==> config.mk <==
export PLATFORM = sky130hd
export DESIGN_NAME = utf8_invalid_sequence_filter
export DESIGN_NICKNAME = d
export VERILOG_FILES = /design/src/hdl/ufil_pkg.sv /design/src/hdl/ufil_front.sv /design/src/hdl/ufil_cmdq.sv /design/src/hdl/ufil_back.sv /design/src/hdl/utf8_invalid_sequence_filter.sv
export SDC_FILE = /design/constraint.sdc
export NUM_CORES = 1
export LEC_CHECK = 0
export BUFFER_PORTS_ARGS = -buffer_cell sky130_fd_sc_hd__buf_2
export CORE_MARGIN = 5
export CORE_UTILIZATION = 43
export DETAILED_ROUTE_END_ITERATION = 8
export SLEW_MARGIN = 25
export SYNTH_ARGS = -nofsm -noshare
export SYNTH_HDL_FRONTEND = slang
export SYNTH_SLANG_ARGS = --single-unit
==> constraint.sdc <==
create_clock -name clk -period 8.76 [get_ports clk]
set_input_delay 1.752 -clock clk [delete_from_list [all_inputs] [get_ports clk]]
set_output_delay 1.752 -clock clk [all_outputs]
set_load 0.01 [all_outputs]
==> src/hdl/ufil_pkg.sv <==
// shared types and constants for the utf-8 sequence filter
package ufil_pkg;

	// byte class boundaries
	localparam logic [7:0] ASCII_MAX  = 8'h7f;
	localparam logic [7:0] LEAD2_MIN  = 8'hc2;
	localparam logic [7:0] LEAD2_MAX  = 8'hdf;
	localparam logic [7:0] LEAD3_MIN  = 8'he0;
	localparam logic [7:0] LEAD3_MAX  = 8'hef;
	localparam logic [7:0] LEAD4_MIN  = 8'hf0;
	localparam logic [7:0] LEAD4_MAX  = 8'hf4;
	localparam logic [7:0] TRAIL_MIN  = 8'h80;
	localparam logic [7:0] TRAIL_MAX  = 8'hbf;

	// second-byte limits after special leads
	localparam logic [7:0] LEAD_E0    = 8'he0;
	localparam logic [7:0] E0_SECOND_MIN = 8'ha0;
	localparam logic [7:0] LEAD_F0    = 8'hf0;
	localparam logic [7:0] F0_SECOND_MIN = 8'h90;
	localparam logic [7:0] LEAD_F4    = 8'hf4;
	localparam logic [7:0] F4_SECOND_MAX = 8'h8f;

	// group lengths
	localparam logic [2:0] LEN_NONE = 3'd0;
	localparam logic [2:0] LEN_TWO  = 3'd2;
	localparam logic [2:0] LEN_THREE = 3'd3;
	localparam logic [2:0] LEN_FOUR = 3'd4;

	// one queued command: up to four result items
	typedef struct packed {
		logic [3:0][7:0] data;     // data[0] goes out first
		logic [1:0]      cnt_m1;   // number of items minus one
		logic            present;  // 0 for a bare end-of-string marker
		logic            last;     // final command of the string
	} cmd_t;

endpackage

==> src/hdl/ufil_front.sv <==
// front end: byte classification, group tracking and command generation
module ufil_front import ufil_pkg::*; (
	input  logic       clk,
	input  logic       arst_n,
	input  logic       accept,
	input  logic [7:0] in_byte,
	input  logic       end_of_string,
	output logic       enq,
	output cmd_t       cmd
);

	logic [7:0] lead_q;
	logic [7:0] second_q;
	logic [7:0] third_q;
	logic [2:0] len_q;
	logic [2:0] count_q;
	logic       ok_q;

	logic [7:0] lead_n;
	logic [2:0] len_n;
	logic [2:0] count_n;
	logic       ok_n;
	logic       wr_second;
	logic       wr_third;
	logic       emit;
	logic [1:0] emit_m1;
	logic [3:0][7:0] emit_data;
	logic [2:0] count_inc;
	logic       trail_ok;

	assign trail_ok  = (in_byte >= TRAIL_MIN) && (in_byte <= TRAIL_MAX);
	assign count_inc = count_q + 3'd1;

	always_comb begin
		lead_n    = lead_q;
		len_n     = len_q;
		count_n   = count_q;
		ok_n      = ok_q;
		wr_second = 1'b0;
		wr_third  = 1'b0;
		emit      = 1'b0;
		emit_m1   = 2'd0;
		emit_data = '0;
		if (len_q == LEN_NONE) begin
			emit_data[0] = in_byte;
			if (in_byte <= ASCII_MAX) begin
				emit = 1'b1;
			end else if (in_byte >= LEAD2_MIN && in_byte <= LEAD2_MAX) begin
				lead_n = in_byte; len_n = LEN_TWO; count_n = 3'd1; ok_n = 1'b1;
			end else if (in_byte >= LEAD3_MIN && in_byte <= LEAD3_MAX) begin
				lead_n = in_byte; len_n = LEN_THREE; count_n = 3'd1; ok_n = 1'b1;
			end else if (in_byte >= LEAD4_MIN && in_byte <= LEAD4_MAX) begin
				lead_n = in_byte; len_n = LEN_FOUR; count_n = 3'd1; ok_n = 1'b1;
			end
		end else begin
			if (!trail_ok)
				ok_n = 1'b0;
			if (count_q == 3'd1) begin
				if (lead_q == LEAD_E0 && in_byte < E0_SECOND_MIN) ok_n = 1'b0;
				if (lead_q == LEAD_F0 && in_byte < F0_SECOND_MIN) ok_n = 1'b0;
				if (lead_q == LEAD_F4 && in_byte > F4_SECOND_MAX) ok_n = 1'b0;
			end
			// keep middle bytes until the group completes
			wr_second = (count_q == 3'd1) && (count_inc < len_q);
			wr_third  = (count_q == 3'd2) && (count_inc < len_q);
			count_n   = count_inc;
			emit_data[0] = lead_q;
			emit_data[1] = (len_q == LEN_TWO) ? in_byte : second_q;
			emit_data[2] = (len_q == LEN_THREE) ? in_byte : third_q;
			emit_data[3] = in_byte;
			emit_m1      = 2'(len_q - 3'd1);
			if (count_inc >= len_q) begin
				emit    = ok_n;
				lead_n  = '0;
				len_n   = LEN_NONE;
				count_n = 3'd0;
				ok_n    = 1'b1;
			end
		end
		// end of string always closes any open group
		if (end_of_string) begin
			lead_n  = '0;
			len_n   = LEN_NONE;
			count_n = 3'd0;
			ok_n    = 1'b1;
		end
	end

	always_comb begin
		enq         = accept && (emit || end_of_string);
		cmd.last    = end_of_string;
		cmd.present = emit;
		cmd.cnt_m1  = emit ? emit_m1 : 2'd0;
		cmd.data    = emit ? emit_data : '0;
	end

	always_ff @(posedge clk or negedge arst_n) begin
		if (!arst_n) begin
			lead_q  <= '0;
			len_q   <= LEN_NONE;
			count_q <= 3'd0;
			ok_q    <= 1'b1;
		end else if (accept) begin
			lead_q  <= lead_n;
			len_q   <= len_n;
			count_q <= count_n;
			ok_q    <= ok_n;
		end
	end

	always_ff @(posedge clk) begin
		if (accept && wr_second)
			second_q <= in_byte;
		if (accept && wr_third)
			third_q <= in_byte;
	end

endmodule

==> src/hdl/ufil_cmdq.sv <==
// small command queue between front end and back end
module ufil_cmdq import ufil_pkg::*; #(
	parameter int DEPTH = 4
) (
	input  logic clk,
	input  logic arst_n,
	input  logic enq,
	input  cmd_t enq_cmd,
	output logic full,
	input  logic deq,
	output cmd_t head,
	output logic empty
);

	localparam int PW = (DEPTH > 1) ? $clog2(DEPTH) : 1;
	localparam int CW = $clog2(DEPTH + 1);

	cmd_t          slot_q [DEPTH];
	logic [PW-1:0] wr_ptr_q;
	logic [PW-1:0] rd_ptr_q;
	logic [CW-1:0] count_q;

	assign full  = (count_q == CW'(DEPTH));
	assign empty = (count_q == '0);
	assign head  = slot_q[rd_ptr_q];

	always_ff @(posedge clk or negedge arst_n) begin
		if (!arst_n) begin
			wr_ptr_q <= '0;
			rd_ptr_q <= '0;
			count_q  <= '0;
		end else begin
			if (enq)
				wr_ptr_q <= (wr_ptr_q == PW'(DEPTH - 1)) ? '0 : wr_ptr_q + 1'b1;
			if (deq)
				rd_ptr_q <= (rd_ptr_q == PW'(DEPTH - 1)) ? '0 : rd_ptr_q + 1'b1;
			if (enq && !deq)
				count_q <= count_q + 1'b1;
			else if (deq && !enq)
				count_q <= count_q - 1'b1;
		end
	end

	always_ff @(posedge clk) begin
		if (enq)
			slot_q[wr_ptr_q] <= enq_cmd;
	end

endmodule

==> src/hdl/ufil_back.sv <==
// back end: walks each queued command out one result item at a time
module ufil_back import ufil_pkg::*; (
	input  logic       clk,
	input  logic       arst_n,
	input  cmd_t       head,
	input  logic       empty,
	input  logic       pop,
	output logic       deq,
	output logic [7:0] out_byte,
	output logic       byte_present,
	output logic       last
);

	logic [1:0] pos_q;
	logic       at_end;
	logic       take;

	assign at_end       = (pos_q == head.cnt_m1);
	assign take         = pop && !empty;
	assign deq          = take && at_end;
	assign out_byte     = head.data[pos_q];
	assign byte_present = head.present;
	assign last         = head.last && at_end;

	always_ff @(posedge clk or negedge arst_n) begin
		if (!arst_n) begin
			pos_q <= 2'd0;
		end else if (take) begin
			pos_q <= at_end ? 2'd0 : pos_q + 2'd1;
		end
	end

endmodule

==> src/hdl/utf8_invalid_sequence_filter.sv <==
// top level of the utf-8 sequence filter
//
//  channel   handshake           payload
//  -------   -----------------   ----------------------------------
//  input     push / full         in_byte, end_of_string
//  result    empty / pop         out_byte, byte_present, last
//
// one input item per cycle is taken while the command queue has room;
// a completed group of n bytes goes out as n result items, one per cycle
// while pop is held, so the result side sets the pace at one item per cycle.
// the first result item of a command is on the ports once it is at the queue head.
// reset clears the open group and empties the queue; no clearing pass.
// a four-byte group leaves the results up to three items behind the input;
// the default depth of five absorbs that, so full rises only when
// QUEUE_DEPTH commands wait behind a stalled pop;
// results stay on the ports unchanged until popped.
module utf8_invalid_sequence_filter import ufil_pkg::*; #(
	parameter int QUEUE_DEPTH = 5
) (
	input  logic       clk,
	input  logic       arst_n,
	// input item side
	input  logic       push,
	output logic       full,
	input  logic [7:0] in_byte,
	input  logic       end_of_string,
	// result item side
	output logic       empty,
	input  logic       pop,
	output logic [7:0] out_byte,
	output logic       byte_present,
	output logic       last
);

	logic accept;
	logic enq;
	cmd_t enq_cmd;
	logic deq;
	cmd_t head;

	// an item is taken whenever there is room for the command it may make
	assign accept = push && !full;

	// front end: tracks the open group and decides what a byte produces
	ufil_front u_front (
		.clk           (clk),
		.arst_n        (arst_n),
		.accept        (accept),
		.in_byte       (in_byte),
		.end_of_string (end_of_string),
		.enq           (enq),
		.cmd           (enq_cmd)
	);

	// decoupling queue of whole-group commands
	ufil_cmdq #(
		.DEPTH (QUEUE_DEPTH)
	) u_cmdq (
		.clk     (clk),
		.arst_n  (arst_n),
		.enq     (enq),
		.enq_cmd (enq_cmd),
		.full    (full),
		.deq     (deq),
		.head    (head),
		.empty   (empty)
	);

	// back end: serializes the head command onto the result ports
	ufil_back u_back (
		.clk          (clk),
		.arst_n       (arst_n),
		.head         (head),
		.empty        (empty),
		.pop          (pop),
		.deq          (deq),
		.out_byte     (out_byte),
		.byte_present (byte_present),
		.last         (last)
	);

endmodule

# Word level (Yosys, flattened, before mapping)
# Memory sizes are Yosys's and may differ from the RTL's.
# Cells that the tools add are included.
[op_classes] addsub=7 n_mul=0 n_div=0 n_lt_le_gt_ge=15 n_eq_ne=13 shifts=0 n_mux=54 bitwise_logic=0 n_reduce_logical=29
[op_table] cell="$mux 8" count=11
[op_table] cell="$mux 3" count=18
[op_table] cell="$ge 8x8->1 const B" count=4
[op_table] cell="$le 8x8->1 const B" count=4
[op_table] cell="$mux 32" count=1
[op_table] cell="$eq 8x8->1 const B" count=3
[op_table] cell="$mux 24" count=1
[op_table] cell="$mux 1" count=19
[op_table] cell="$logic_and 1x1->1" count=18
[op_table] cell="$bmux 8 s2" count=1
[op_table] cell="$lt 8x8->1 const B" count=2
[op_table] cell="$add 3x1->3 const B" count=4
[op_table] cell="$eq 3x2->1 const B" count=3
[op_table] cell="$eq 3x3->1 const B" count=3
[op_table] cell="$gt 8x8->1 const B" count=1
[op_table] cell="$le 8x7->1 const B" count=1
[op_table] cell="$logic_not 3->1" count=2
[op_table] cell="$mux 2" count=3
[op_table] cell="$ne 5x5->1 const B" count=1
[op_table] cell="$logic_not 1->1" count=4
[op_table] cell="$reduce_and 4->1" count=1
[op_table] cell="$eq 3x1->1 const B" count=1
[op_table] cell="$ge 3x3->1" count=1
[op_table] cell="$lt 2x3->1 const B" count=1
[op_table] cell="other kinds (10)" count=10
[word_totals] ff_bits=42 latchBits=0 ramBits=180 romBits=0 input_bits=13 out_inout_bits=12 word_cells=129 n_memories=1
[mem_list] name="u_cmdq.slot_q" depth=5 width=36 rd=1 rd_clocked_by_memory_dff=0 wr=1 line="ufil_cmdq.sv:18" text="cmd_t slot_q [DEPTH];"

# Logic depth before layout (Yosys ltp)
[depth] word_depth=15 mapped_depth=16 ltp_nobuf=16

# Hierarchy
# A second synthesis with hierarchy kept.
[hier_totals] cells_unflattened=659 area_unflattened_um2=10000.8
[modules_own_cells] mod="ufil_cmdq" instances=1 cells_per_inst=441 area_each_um2=7756.2 seq_area_each_um2=5630.4
[modules_own_cells] mod="ufil_front" instances=1 cells_per_inst=191 area_each_um2=1875.5 seq_area_each_um2=857.1
[modules_own_cells] mod="ufil_back" instances=1 cells_per_inst=26 area_each_um2=355.3 seq_area_each_um2=50.0
[modules_own_cells] mod="utf8_invalid_sequence_filter" instances=1 cells_per_inst=1 area_each_um2=13.8 seq_area_each_um2=0.0

# Least setup slack after synthesis
# OpenSTA, ideal clock, no wires.
[synth_timing] path_type="input port to flip-flop" start="input port in_byte[5]" end="memory u_cmdq.slot_q[2][0] (netlist bit), enable pin" setup_ns=0.519 arrival_ns=6.567 t_required_ns=8.241 setup_slack_ns=1.674 stages=8 n_path_buf=1 path_cell_list="buf_2 o311a_1 o211ai_1 nand4b_1 or3_4 inv_4 o31ai_4 nor4_1"
[synth_via] elab_chain_cells=13 word_cells_on_any_way=22 classes_between="6 x order compare; 10 x mux; 6 x reduce/logical"
[synth_lines] element="from (decl)" line="utf8_invalid_sequence_filter.sv:25" text="input logic [7:0] in_byte,"
[synth_lines] element="$ge 8x8->1 / $le 8x8->1 (equally long branches)" line="ufil_front.sv:31" text="assign trail_ok = (in_byte >= TRAIL_MIN) && (in_byte <= TRAIL_MAX);"
[synth_lines] element="$logic_and 1x1->1" line="ufil_front.sv:31"
[synth_lines] element="$mux 1" line="ufil_front.sv:56" text="if (!trail_ok)"
[synth_lines] element="$mux 1" line="ufil_front.sv:59" text="if (lead_q == LEAD_E0 && in_byte < E0_SECOND_MIN) ok_n = 1'b0;"
[synth_lines] element="$mux 1" line="ufil_front.sv:60" text="if (lead_q == LEAD_F0 && in_byte < F0_SECOND_MIN) ok_n = 1'b0;"
[synth_lines] element="$mux 1" line="ufil_front.sv:61" text="if (lead_q == LEAD_F4 && in_byte > F4_SECOND_MAX) ok_n = 1'b0;"
[synth_lines] element="$mux 1" line="ufil_front.sv:58" text="if (count_q == 3'd1) begin"
[synth_lines] element="$mux 1" line="ufil_front.sv:72" text="if (count_inc >= len_q) begin"
[synth_lines] element="$mux 1 *" line="ufil_front.sv:44" text="if (len_q == LEN_NONE) begin"
[synth_lines] element="$logic_or 1x1->1 *" line="ufil_front.sv:90" text="enq = accept && (emit || end_of_string);"
[synth_lines] element="$logic_and 1x1->1 *" line="ufil_front.sv:90"
[synth_lines] element="$mux 1 *" line="ufil_cmdq.sv:45" text="if (enq)"
[synth_lines] element="$mux 1 (implied by the code) *" line="ufil_cmdq.sv:46" text="slot_q[wr_ptr_q] <= enq_cmd;"
[synth_lines] element="to (decl)" line="ufil_cmdq.sv:18"
# Mark *: on every way between the ends. The rest lies on a longest branch, timed or not.

# Final worst setup path
[layout_timing] start="register u_cmdq.rd_ptr_q[0]" end="output port out_byte[0]"
[layout_via] elab_chain_cells=3
[layout_lines] element="from (decl)" line="ufil_cmdq.sv:20" text="logic [PW-1:0] rd_ptr_q;"
[layout_lines] element="from (signal assigned)" line="ufil_cmdq.sv:36" text="rd_ptr_q <= (rd_ptr_q == PW'(DEPTH - 1)) ? '0 : rd_ptr_q + 1'b1;"
[layout_lines] element="$mem_v2 5x36"
[layout_lines] element="$bmux 8 s2" line="ufil_back.sv:21" text="assign out_byte = head.data[pos_q];"
[layout_lines] element="$mux 8 (implied by the code)" line="ufil_back.sv:21"
[layout_lines] element="to (decl)" line="utf8_invalid_sequence_filter.sv:30" text="output logic [7:0] out_byte,"
# No other way between the ends. The select of a mux whose other input is x is not followed.

==> flow_summary.toml <==
[cts]
cts_buffers = 22
clockRootBuffer = "clkbuf_16"
cts_setup_buffers = 0
cts_resized = 0
clkTransAtPathRegs_ns = 0.06
htreeDepth = 1
clockBufferDepth = 3
cts_sinks = 222
clk_latency_ns = 0.50
tritoncts = "done"
cts_hold_buf = 0

[detailed_routing]
num_vias = 4634
drt-vias-per-instance = 5.45
drt-initial-drc-count = 361
post_drt_wl_per_cell_um = 21.4
routed_wl_mm = 18.2
antenna_left = 0
drc_errors = 0
drt_pre_antenna_iters = 4

[timing]
fin_crit_sh = 0.547
layout_min_cycle_time_ns = 4.79
max_freq_ghz = 0.209
slew_headroom = 0.346
finalMaxSlewViolations = 0
timing.setup.tns_ns = 0
hold_violations = 0
rsz0062_at_grt = "no"
final.setup_skew_ns = 0.00988
setup_viol = 0
worst_pin_slew_ns = 0.980

[placement]
numPortBuffers = 24
gp_congestion = 0.822
placed_area_sq_um = 9780
hpwlAfterDp_mm = 10.9

[global_routing]
grt_usage = 0.152
grt_pass1_vias = 4892
grt_pass1_wl_mm = 28.8
grt_max_degree = 43
grt_overflow = 0
antenna_found_initial = 1

[layout]
antenna_cells = 0
drive_gt1_frac = 0.247
multi_input_area_sq_um = 2650
fin_nets = 579
seq_area_sq_um = 6540
area_growth_pct = 13.2
fin_util = 0.489
postLayoutCellArea_sq_um = 10600
n_fill_cell = 1802

[worst_setup_path]
critPathMaxFanout = 42
start_kind = "flop"
required_ns = 7.01
crit_type = "reg2out"
reg2reg_depth = 14
crit_arrival_ns = 3.04
end_kind = "output port"

[synth]
netlist_area_sq_um = 9330
synth_seq_cells = 222
async_flop_share = 0.117
ys_warn_count = 0
synth_flop_cell = "edfxtp_1"
synthCells = 520
avgSynthCellArea_sq_um = 17.9
synth-edff-count = 196
synth_cell_type_count = 54
yosysSeqAreaShare = 0.700

[outcome]
status = "finished clean"

[floorplanning]
dieArea_sq_um = 24700
core_area_sq_um = 21600
fp.dieH_um = 157
io_pins = 25
start_util = 0.432
fp-row-count = 54
fp.dieW_um = 157

[pwr]
irDropWorstVdd_mv = 0.137
leakagePower_uw = 0.00368
power_density_nw_per_um2 = 325

[worst_hold_path]
hold_path.class = "reg2reg"
min_path_cells = 2

[run]
drv_cap = 0
==> sequential cells by signal, indices dropped and copies added (netlist names) <==
signal,flops
u_cmdq.wr_ptr_q,3
u_front.ok_q,1
u_front.lead_q,8
u_front.second_q,8
u_front.len_q,3
u_back.pos_q,2
u_cmdq.rd_ptr_q,3
u_front.count_q,3
u_front.third_q,8
u_cmdq.slot_q,180
u_cmdq.count_q,3
==> logic make-up after synthesis <==
logic type,count (synthesis),share of synthesized area
flops,222,0.700
simple gates,97,0.0523
mux,84,0.159
compound gates,51,0.0397
buf+inv,42,0.0208
fa+ha+maj,12,0.0169
xor+xnor,11,0.0103
other cells,1,0.000402
==> metal layers <==
| layer | vias up | GRT usage | share of wire |
|---|---|---|---|
| met3 | 18 | 0.0228 | 0.044 |
| li1 | 2115 | - | - |
| met5 | - | 0 | 0 |
| met4 | 0 | 0.0324 | 0.014 |
| met2 | 85 | 0.254 | 0.50 |
| met1 | 2416 | 0.215 | 0.44 |
==> Yosys cell counts, drive strengths merged, types with 2 or more instances <==
| master | count | share of area |
|---|---|---|
| a21o | 3 | 0.0024 |
| a21oi | 5 | 0.0027 |
| a22o | 8 | 0.0075 |
| a22oi | 2 | 0.0016 |
| and2 | 11 | 0.0074 |
| buf | 15 | 0.0097 |
| clkbuf | 11 | 0.0044 |
| dfrtp | 25 | 0.067 |
| edfxtp | 196 | 0.63 |
| ha | 11 | 0.015 |
| inv | 16 | 0.0067 |
| mux2 | 12 | 0.015 |
| mux2i | 22 | 0.024 |
| mux4 | 50 | 0.12 |
| nand2 | 30 | 0.012 |
| nand2b | 6 | 0.0040 |
| nor2 | 29 | 0.012 |
| nor2b | 2 | 0.0013 |
| nor3 | 4 | 0.0027 |
| nor4 | 5 | 0.0034 |
| nor4b | 2 | 0.0025 |
| o21ai | 17 | 0.0091 |
| o31ai | 5 | 0.0055 |
| o41ai | 3 | 0.0036 |
| or3 | 2 | 0.0019 |
| xnor2 | 7 | 0.0066 |
| xor2 | 4 | 0.0038 |
==> per-stage QoR <==
step | instances | hold WS, ns | setup WS (ns) | power [uW]
global route | 850 | 0.524 | 3.80 | 3630
CTS | 850 | 0.492 | 3.88 | 3490
global placement | 810 | 0.471 | 3.99 | 2450
finish | 850 | 0.492 | 3.97 | 3440
floorplan | 524 | 0.456 | 1.67 | 2190
detailed placement | 810 | 0.483 | 3.89 | 2480
==> power breakdown <==
group          switching, uW  total, uW  internal, uW
Sequential               103       1440          1340
Combinational            522        990           469
Clock                    378       1000           624
==> worst max-delay path: stages, from the launching register on <==
cell	delay, ns
dfrtp_2	0.34
buf_4	0.64
mux4_2	0.60
mux4_2	0.49
mux2_2	0.28
buf_2	0.14
==> path summary, 6_finish.rpt <==
| kind | from | end | slack [ns] |
|---|---|---|---|
| setup / recovery | u_cmdq.rd_ptr_q[0] | out_byte[0] | 3.97 |
| hold / removal | u_front.ok_q | u_front.ok_q | 0.49 |
| setup reg to reg | u_front.count_q[0] | u_cmdq.count_q[1] | 4.98 |
| hold reg to reg | u_front.ok_q | u_front.ok_q | 0.49 |
| max in group asynchronous | arst_n | u_cmdq.rd_ptr_q[0] | 7.02 |
| min in group asynchronous | arst_n | u_back.pos_q[0] | 1.28 |
==> cell type report <==
class                   instances  share of cell area
repair buffers                 32              0.0171
multi-input cells             260               0.251
inverters                      16             0.00592
flip-flops and latches        222               0.619
clock inverters                 9              0.0140
well taps                     280              0.0332
clock buffers                  31              0.0602
==> cells in the final DEF (no fill, tap or decap), types with 5 or more instances in the layout <==
master / instances
a21oi_1: 5
a22o_1: 8
and2_1: 11
buf_2: 24
buf_4: 8
clkbuf_1: 5
clkbuf_16: 23
conb_1: 5
dfrtp_1: 24
edfxtp_1: 196
ha_1: 11
inv_1: 15
mux2_2: 11
mux2i_1: 22
mux4_2: 50
nand2_1: 30
nand2b_1: 6
nor2_1: 29
o21ai_0: 17
xnor2_1: 7
No activity file was read; power rests on OpenSTA's default activity.
